[src/rtl/core/mlpa_pkg.sv]
// Shared constants and types of the multichannel low-pass averager.
package mlpa_pkg;

  localparam int CHANNEL_COUNT = 4;
  localparam int CH_W          = 2;
  localparam int VALUE_W       = 16;
  localparam int FACTOR_W      = 8;
  localparam int REG_COUNT     = 4;
  localparam int ADDR_W        = 4;
  localparam int DATA_W        = 32;
  localparam logic [FACTOR_W-1:0] FACTOR_RESET = 8'd5;

  // factor * old + sample is held in 25 signed bits; its magnitude fits 24 bits
  localparam int ACC_W = VALUE_W + FACTOR_W + 1;
  localparam int MAG_W = ACC_W - 1;
  // divisor is factor + 1, from 1 to 256
  localparam int DIV_W = FACTOR_W + 1;

  // Divide request from the sequencer to the divider
  typedef struct packed {
    logic             start;
    logic [MAG_W-1:0] dividend;
    logic [DIV_W-1:0] divisor;
  } div_req_t;

endpackage

[src/rtl/core/mlpa_div.sv]
// Restoring unsigned divider, one quotient bit per cycle.
module mlpa_div (
  input  logic                      clk,
  input  logic                      rst,
  input  mlpa_pkg::div_req_t        req,
  output logic                      done,
  output logic [mlpa_pkg::MAG_W-1:0] quotient
);
  import mlpa_pkg::*;

  localparam int CNT_W = $clog2(MAG_W);

  logic             busy;
  logic [CNT_W-1:0] cnt;
  logic [MAG_W-1:0] dvd;
  logic [DIV_W-1:0] rem;
  logic [DIV_W-1:0] dvs;
  logic [DIV_W:0]   shifted;
  logic [DIV_W+1:0] trial;

  // Shift in the next dividend bit and try the subtract
  assign shifted = {rem, dvd[MAG_W-1]};
  assign trial   = {1'b0, shifted} - {2'b00, dvs};

  always_ff @(posedge clk) begin
    if (rst) begin
      busy <= 1'b0;
      done <= 1'b0;
      cnt  <= '0;
    end else begin
      done <= 1'b0;
      if (req.start) begin
        busy <= 1'b1;
        cnt  <= '0;
        dvd  <= req.dividend;
        dvs  <= req.divisor;
        rem  <= '0;
      end else if (busy) begin
        // Keep the difference when it did not go negative, else restore
        if (!trial[DIV_W+1]) begin
          rem <= trial[DIV_W-1:0];
        end else begin
          rem <= shifted[DIV_W-1:0];
        end
        dvd <= {dvd[MAG_W-2:0], ~trial[DIV_W+1]};
        cnt <= cnt + 1'b1;
        if (cnt == CNT_W'(MAG_W - 1)) begin
          busy <= 1'b0;
          done <= 1'b1;
        end
      end
    end
  end

  assign quotient = dvd;

endmodule

[src/rtl/core/multichannel_lowpass_averager_top.sv]
// Per-channel exponential moving average with an iterative shared divider.
// Each sample steps through PROD (product, divider start), DIV (divider
// iterations until done) and FIN (write-back and output register load, held
// while the output register is full). A new sample is taken only in IDLE,
// after the previous one has been written back.
// Reset (rst, synchronous): filtered values cleared to zero, factors set to 5,
// output empty; no clearing pass.
module multichannel_lowpass_averager_top (
  input  logic                        clk,
  input  logic                        rst,
  // input stream
  input  logic                        s_tvalid,
  output logic                        s_tready,
  input  logic [15:0]                 s_tdata,  // [15:0] sample_value
  input  logic [7:0]                  s_tuser,  // [1:0] sample_channel
  // output stream
  output logic                        m_tvalid,
  input  logic                        m_tready,
  output logic [23:0]                 m_tdata,  // [15:0] filtered_value, [17:16] next_channel
  output logic [7:0]                  m_tuser,  // [1:0] out_channel
  // configuration
  input  logic                        psel,
  input  logic                        penable,
  input  logic                        pwrite,
  input  logic [mlpa_pkg::ADDR_W-1:0] paddr,
  input  logic [mlpa_pkg::DATA_W-1:0] pwdata,
  output logic [mlpa_pkg::DATA_W-1:0] prdata,
  output logic                        pready
);
  import mlpa_pkg::*;

  typedef enum logic [1:0] {
    IDLE,
    PROD,
    DIV,
    FIN
  } state_t;

  state_t                   state;
  logic [FACTOR_W-1:0]      factor [REG_COUNT];
  logic [VALUE_W-1:0]       store  [REG_COUNT];
  logic [CH_W-1:0]          ch;
  logic [VALUE_W-1:0]       sample;
  logic                     neg;
  logic [CH_W-1:0]          in_ch;
  logic [CH_W-1:0]          nxt_ch;
  logic signed [ACC_W-1:0]  acc;
  logic [ACC_W-1:0]         acc_abs;
  logic [MAG_W-1:0]         quot;
  logic [MAG_W-1:0]         quot_signed;
  logic                     div_done;
  div_req_t                 req;
  logic [REG_COUNT-1:0]     cfg_sel;
  logic                     cfg_wr;

  // Reduce the channel tag modulo the channel count
  always_comb begin
    logic [CH_W:0] c;
    c = {1'b0, s_tuser[CH_W-1:0]};
    for (int i = 0; i < 3; i++) begin
      if (c >= (CH_W+1)'(CHANNEL_COUNT)) begin
        c = c - (CH_W+1)'(CHANNEL_COUNT);
      end
    end
    in_ch = c[CH_W-1:0];
  end

  // Next channel to convert, wrapping at the channel count
  always_comb begin
    logic [CH_W:0] n;
    n = {1'b0, ch} + 1'b1;
    if (n == (CH_W+1)'(CHANNEL_COUNT)) begin
      n = '0;
    end
    nxt_ch = n[CH_W-1:0];
  end

  // Form factor * old + sample and take its magnitude
  assign acc = $signed({1'b0, factor[ch]}) * $signed(store[ch])
             + ACC_W'($signed(sample));
  assign acc_abs = acc[ACC_W-1] ? (~acc + 1'b1) : acc;

  assign req.start    = (state == PROD);
  assign req.dividend = acc_abs[MAG_W-1:0];
  assign req.divisor  = {1'b0, factor[ch]} + 1'b1;

  mlpa_div u_div (
    .clk      (clk),
    .rst      (rst),
    .req      (req),
    .done     (div_done),
    .quotient (quot)
  );

  // Truncation toward zero: divide magnitudes, then restore the sign
  assign quot_signed = neg ? (~quot + 1'b1) : quot;

  assign s_tready = (state == IDLE);

  // Sequencer, filtered-value store and output register
  always_ff @(posedge clk) begin
    if (rst) begin
      state    <= IDLE;
      m_tvalid <= 1'b0;
      for (int i = 0; i < REG_COUNT; i++) begin
        store[i] <= '0;
      end
    end else begin
      // Drop valid once taken, unless a new result lands in the same cycle
      if (m_tvalid && m_tready && state != FIN) begin
        m_tvalid <= 1'b0;
      end
      unique case (state)
        IDLE: begin
          if (s_tvalid) begin
            ch     <= in_ch;
            sample <= s_tdata;
            state  <= PROD;
          end
        end
        PROD: begin
          neg   <= acc[ACC_W-1];
          state <= DIV;
        end
        DIV: begin
          if (div_done) begin
            state <= FIN;
          end
        end
        FIN: begin
          // Hold the result until the output register is free
          if (!m_tvalid || m_tready) begin
            store[ch] <= quot_signed[VALUE_W-1:0];
            m_tvalid  <= 1'b1;
            m_tdata   <= {6'b0, nxt_ch, quot_signed[VALUE_W-1:0]};
            m_tuser   <= {6'b0, ch};
            state     <= IDLE;
          end
        end
        default: state <= IDLE;
      endcase
    end
  end

  // Configuration registers
  assign pready = 1'b1;
  assign cfg_wr = psel && penable && pwrite && pready;
  always_comb begin
    for (int i = 0; i < REG_COUNT; i++) begin
      cfg_sel[i] = (paddr[ADDR_W-1:2] == (ADDR_W-2)'(i));
    end
  end

  always_ff @(posedge clk) begin
    if (rst) begin
      for (int i = 0; i < REG_COUNT; i++) begin
        factor[i] <= FACTOR_RESET;
      end
    end else if (cfg_wr) begin
      for (int i = 0; i < REG_COUNT; i++) begin
        if (cfg_sel[i]) begin
          factor[i] <= pwdata[FACTOR_W-1:0];
        end
      end
    end
  end

  assign prdata = {(DATA_W-FACTOR_W)'(0), factor[paddr[ADDR_W-1:2]]};

endmodule

[config.mk]
export PLATFORM = sky130hd
export DESIGN_NAME = multichannel_lowpass_averager_top
export DESIGN_NICKNAME = d
export VERILOG_FILES = /design/src/rtl/core/mlpa_pkg.sv /design/src/rtl/core/mlpa_div.sv /design/src/rtl/core/multichannel_lowpass_averager_top.sv
export SDC_FILE = /design/constraint.sdc
export NUM_CORES = 1
export LEC_CHECK = 0
export ABC_AREA = 0
export BUFFER_PORTS_ARGS = -buffer_cell sky130_fd_sc_hd__clkbuf_2
export CORE_ASPECT_RATIO = 1.1
export CORE_MARGIN = 4
export CORE_UTILIZATION = 30
export CTS_CLUSTER_DIAMETER = 80
export DETAILED_ROUTE_END_ITERATION = 10
export PLACE_DENSITY_LB_ADDON = 0.08
export RECOVER_POWER = 50
export SLEW_MARGIN = 40
export SYNTH_ARGS = -nofsm -noshare
export SYNTH_HDL_FRONTEND = slang
export SYNTH_SLANG_ARGS = --single-unit
[constraint.sdc]
create_clock -name clk -period 7.58 [get_ports clk]
set_input_delay 2.274 -clock clk [delete_from_list [all_inputs] [get_ports clk]]
set_output_delay 2.274 -clock clk [all_outputs]
set_load 0.005 [all_outputs]
Word-level counts from Yosys, hierarchy flattened
Memory sizes are Yosys's and may differ from the RTL's. A register that Yosys moved wholly into a read port is not among the register bits.
Index checks and enable logic that the tools add are counted.
Operators by class
  bitwise operators: 9
  reduce and logical (&&, ||, !) cells: 17
  $mul: 1
  eq/ne operators: 12
  add/subtract/negate cells: 7
  muxes and demuxes: 48
Operator list (number)
  $mux 24: 3
  $mux 16: 2
  $mux 8: 4
  $mux 1: 30
  $add 25x16->25: 1
  $mul 9x16->25: 1
  $add 24x1->24 const B: 1
  $not 24->24: 1
  $mux 9: 2
  $add 16x1->16 const B: 1
  $not 16->16: 1
  $reduce_or 16->1: 1
  $mux 2: 6
  $sub 10x9->11: 1
  $add 8x1->9 const B: 1
  $reduce_and 3->1: 3
  $eq 2x2->1 const B: 4
  $pmux 2 s4: 1
  $ne 2x2->1 const B: 3
  $add 5x1->5 const B: 1
  $eq 5x5->1 const B: 1
  $eq 2x1->1 const B: 2
  $logic_and 1x1->1: 4
  $logic_not 2->1: 2
  other kinds (11): 17
Word-level totals
  logic and storage cells: 110
  output and inout port bits: 67
  register bits: 91
  RAM bits: 96
  memories kept: 2
  bits of input ports: 67
Memory list
  store: depth 4, bits a word 16, rd ports 1, clocked after memory_dff 1, wr ports 4, line multichannel_lowpass_averager_top.sv:41  | logic [VALUE_W-1:0] store [REG_COUNT];
  factor: depth 4, bits a word 8, rd ports 2, clocked after memory_dff 1, wr ports 4, line multichannel_lowpass_averager_top.sv:40  | logic [FACTOR_W-1:0] factor [REG_COUNT];

Longest topological paths before layout
  depth in word-level cells: 8
  gate-level depth with buffers: 29
  mapped depth without buffers: 23

By module
Synthesis repeated with hierarchy kept, for this count alone.
Unflattened totals
  cell total of the unflattened synthesis: 1376
  area total of the unflattened synthesis: 15001.9 µm²
By module, submodules not included
  multichannel_lowpass_averager_top: cells an instance 1194, instances 1, area each 12637.1 µm²
  mlpa_div: cells an instance 182, instances 1, area each 2364.8 µm²

Worst setup path after synthesis
OpenSTA, ideal clock, no wires.
  kind: register -> register
  from: reg (tool-made name)
  to: reg u_div.dvd[23] (netlist: u_div.quotient[23]), data pin
  setup slack: -452 ps
  stages on the path, launching flop included: 24
  data arrival time: 7767 ps
  clock period less this slack: 8032 ps
  library setup time: 265 ps
  cells stage by stage: dfxtp_1 > clkbuf_1 > buf_1 > buf_1 > mux4_2 > and2_1 > fa_1 > fa_1 > fa_1 > fa_1 > inv_1 > fa_1 > inv_1 > ha_1 > clkbuf_1 > a21oi_1 > o21ai_0 > nor2_1 > a211o_1 > a21o_1 > xnor2_1 > or2_1 > o311a_1 > or3_1
RTL lines
  to (signal assigned): line mlpa_div.sv:35  | dvd <= req.dividend;
  to (signal assigned): line mlpa_div.sv:45  | dvd <= {dvd[MAG_W-2:0], ~trial[DIV_W+1]};
  to (decl): line mlpa_div.sv:15  | logic [MAG_W-1:0] dvd;

==> impl_metrics.py <==
metrics = {
    "clock_tree": {
        "h-tree-depth": 4,
        "clock-sinks": 189,
        "path_clk_slew_ns": 0.08,
        "cts_tree": "yes",
        "worstSkewPairLatency_ns": 0.49,
        "clock_path_buffers": 2,
        "cts_root_buffer": "clkbuf_16",
        "cts_hold_buf": 0,
        "numCtsBuffers": 17,
    },
    "yosys": {
        "ys_seq_area_frac": 0.368,
        "ys_types": 73,
        "synthCells": 1443,
        "yosys_warnings": 0,
        "post-synth-top-count-cell": "inv_1",
        "ys_seq_elements": 189,
        "avgSynthCellArea_um2": 10.5,
        "synth_commonest_cells": "inv_1, edfxtp_1, nor2_1, fa_1, nand2_1",
        "synthFlopType": "edfxtp_1",
        "synthTopCellsByArea": "edfxtp_1, fa_1, ha_1",
        "synth_area_um2": 15100,
        "synth_edf_count": 177,
        "synthArstFlopShare": 0,
        "synth.top_cell.area_share": 0.352,
        "synth_top_area_cell": "edfxtp_1",
    },
    "floorplan": {
        "die_height_um": 243,
        "dieArea_um2": 54000,
        "start_util": 0.303,
        "die_w_um": 222,
        "rows": 86,
        "core_um2": 49900,
        "io_pins": 134,
    },
    "setup_path": {
        "end_kind": "register",
        "cp-start-kind": "register",
        "required_ns": 7.79,
        "crit_type": "register to register",
        "crit_fanout": 8,
        "cp.arrival_ns": 7.44,
    },
    "placement": {
        "placed_cells": 2166,
        "io_buffers": 64,
        "hpwl_um": 30100,
        "gp_congestion": 0.782,
    },
    "global_route": {
        "grt_pass1_wl_um": 61900,
        "grt_max_degree": 50,
        "grt_pass1_vias": 10600,
        "antenna_found_initial": 1,
        "gr-total-overflow": 0,
        "grt_usage": 0.149,
    },
    "sta": {
        "slew_headroom": 0.000655,
        "fin_crit_sh": 0.954,
        "worst_pin_slew_ns": 1.49,
        "hold_violations": 0,
        "setup_viol": 0,
        "fin_setup_tns_ns": 0,
        "rsz0062_at_grt": "false",
        "slew_violations": 0,
        "fin_skew_ns": 0.0176,
        "min_period_ns": 7.23,
        "maxClockFrequency_ghz": 0.138,
    },
    "route": {
        "first_pass_iters": 5,
        "wl_um": 39200,
        "post_drt_via_cell_ratio": 4.64,
        "remaining_drc_errors": 0,
        "drtIter0Drc": 604,
        "routedWlPerCell_um": 17.8,
        "vias": 10200,
        "final_antenna_net_count": 0,
    },
    "final_layout": {
        "syn_to_final_growth_pct": 12.8,
        "final_cells": 2202,
        "fillerInstances": 5177,
        "drive_above_1_share": 0.130,
        "nets": 1794,
        "n_antenna_cell": 0,
    },
    "min_path": {
        "min_path_type": "register to register",
    },
    "outcome": {
        "violations": "capacitance limit",
        "status": "finished with violations",
    },
    "flow_run": {
        "drv_cap": 1,
    },
}
## cells by family (layout without fill, tap and decap cells)
logic type	after synthesis	count (layout)	synth area share
multiplexers	38	38	0.0518
AND/OR/NAND/NOR	483	483	0.160
adder cells (fa/ha/maj)	198	198	0.225
flip-flops	189	189	0.368
XOR/XNOR	46	46	0.0267
AO/OA/AOI/OAI	181	181	0.0814
buffers and inverters	306	370	0.0864
other	2	37	0.000497
## layout by cell type, fill, tap and decap left out, types with 10 or more instances in the layout
master     instances
xor2_1            21
clkbuf_2          53
xnor2_1           25
or3_1             25
inv_1            215
nor3_1            22
edfxtp_1         177
ha_1              74
buf_4             46
clkbuf_16         17
a31oi_1           12
nand2b_1          15
conb_1            37
fa_1             123
o21ai_0           40
dfxtp_1           11
o211ai_1          11
nand3_1           31
nand2_1          108
clkbuf_1          17
nor2_1           125
a211o_1           10
mux4_2            32
a21oi_1           36
and2_1            93
## path summary, 6_finish.rpt
kind / startpoint / to / slack [ns] / cells past startpoint
worst max-delay path: register / u_div.quotient[23] / 0.35 / 23
worst min-delay path: u_div.cnt[1] / u_div.cnt[1] / 0.54 / 2
worst max register to register: register / u_div.quotient[23] / 0.35 / 23
worst min register to register: u_div.cnt[1] / u_div.cnt[1] / 0.54 / 2
## critical path: stages, from the launching register on
cell and delay [ns]:
dfxtp_2 0.36, buf_4 0.22, mux4_2 0.68, and2_1 0.24
fa_1 0.45, fa_1 0.55, inv_1 0.05, fa_1 0.47
inv_1 0.06, fa_1 0.53, inv_1 0.05, fa_1 0.50
inv_1 0.06, ha_1 0.28, buf_4 0.15, nor3_1 0.06
nor2_1 0.25, o21ai_0 0.24, a211o_1 0.36, a21o_1 0.20
xnor2_1 0.15, or2_1 0.25, o311a_1 0.32, or3_1 0.45
## stage by stage
stage          instance area, um^2  setup slack (ns)  hold slack (ns)   util
5_1_grt                      17000           0.00332            0.559  0.341
2_1_floorplan                15200            0.0230            0.468      -
6_report                     17000             0.352            0.535  0.341
3_5_place_dp                 16400             0.132            0.497  0.329
4_1_cts                      17000             0.124            0.524  0.341
3_3_place_gp                 16400             0.182            0.495  0.328
## sequential cells by signal (all words and copies together), names as in the netlist, 2 cells and up, named ones only
| register | count |
|---|---|
| m_tuser | 2 |
| u_div.rem | 9 |
| sample | 16 |
| state | 2 |
| m_tdata | 18 |
| u_div.cnt | 5 |
| ch | 2 |
| store | 64 |
| u_div.dvs | 9 |
| factor | 32 |
| u_div.quotient | 24 |
## area by class of cell
type | count | area (um^2) | share of cell area
Multi-Input combinational cell | 983 | 8420 | 0.494
Sequential cell | 189 | 5560 | 0.326
Tap cell | 660 | 826 | 0.0485
Inverter | 216 | 811 | 0.0476
Timing Repair Buffer | 122 | 795 | 0.0466
Clock buffer | 18 | 439 | 0.0258
Clock inverter | 14 | 191 | 0.0112
## timing repair
item	4_1_cts	5_1_grt
resized for setup	0	4
endpoints found under the setup margin	0	3
setup buffers	0	4
## layer usage
layer	vias up	track usage	wire [um]
met5	-	0	0
met4	0	0.0358	427
met1	5090	0.203	18500
met3	23	0.0219	912
li1	4979	-	-
met2	120	0.252	19400
Power is not shown: default switching activity piles up to over one toggle a cycle in this logic, so the estimate is an artifact.
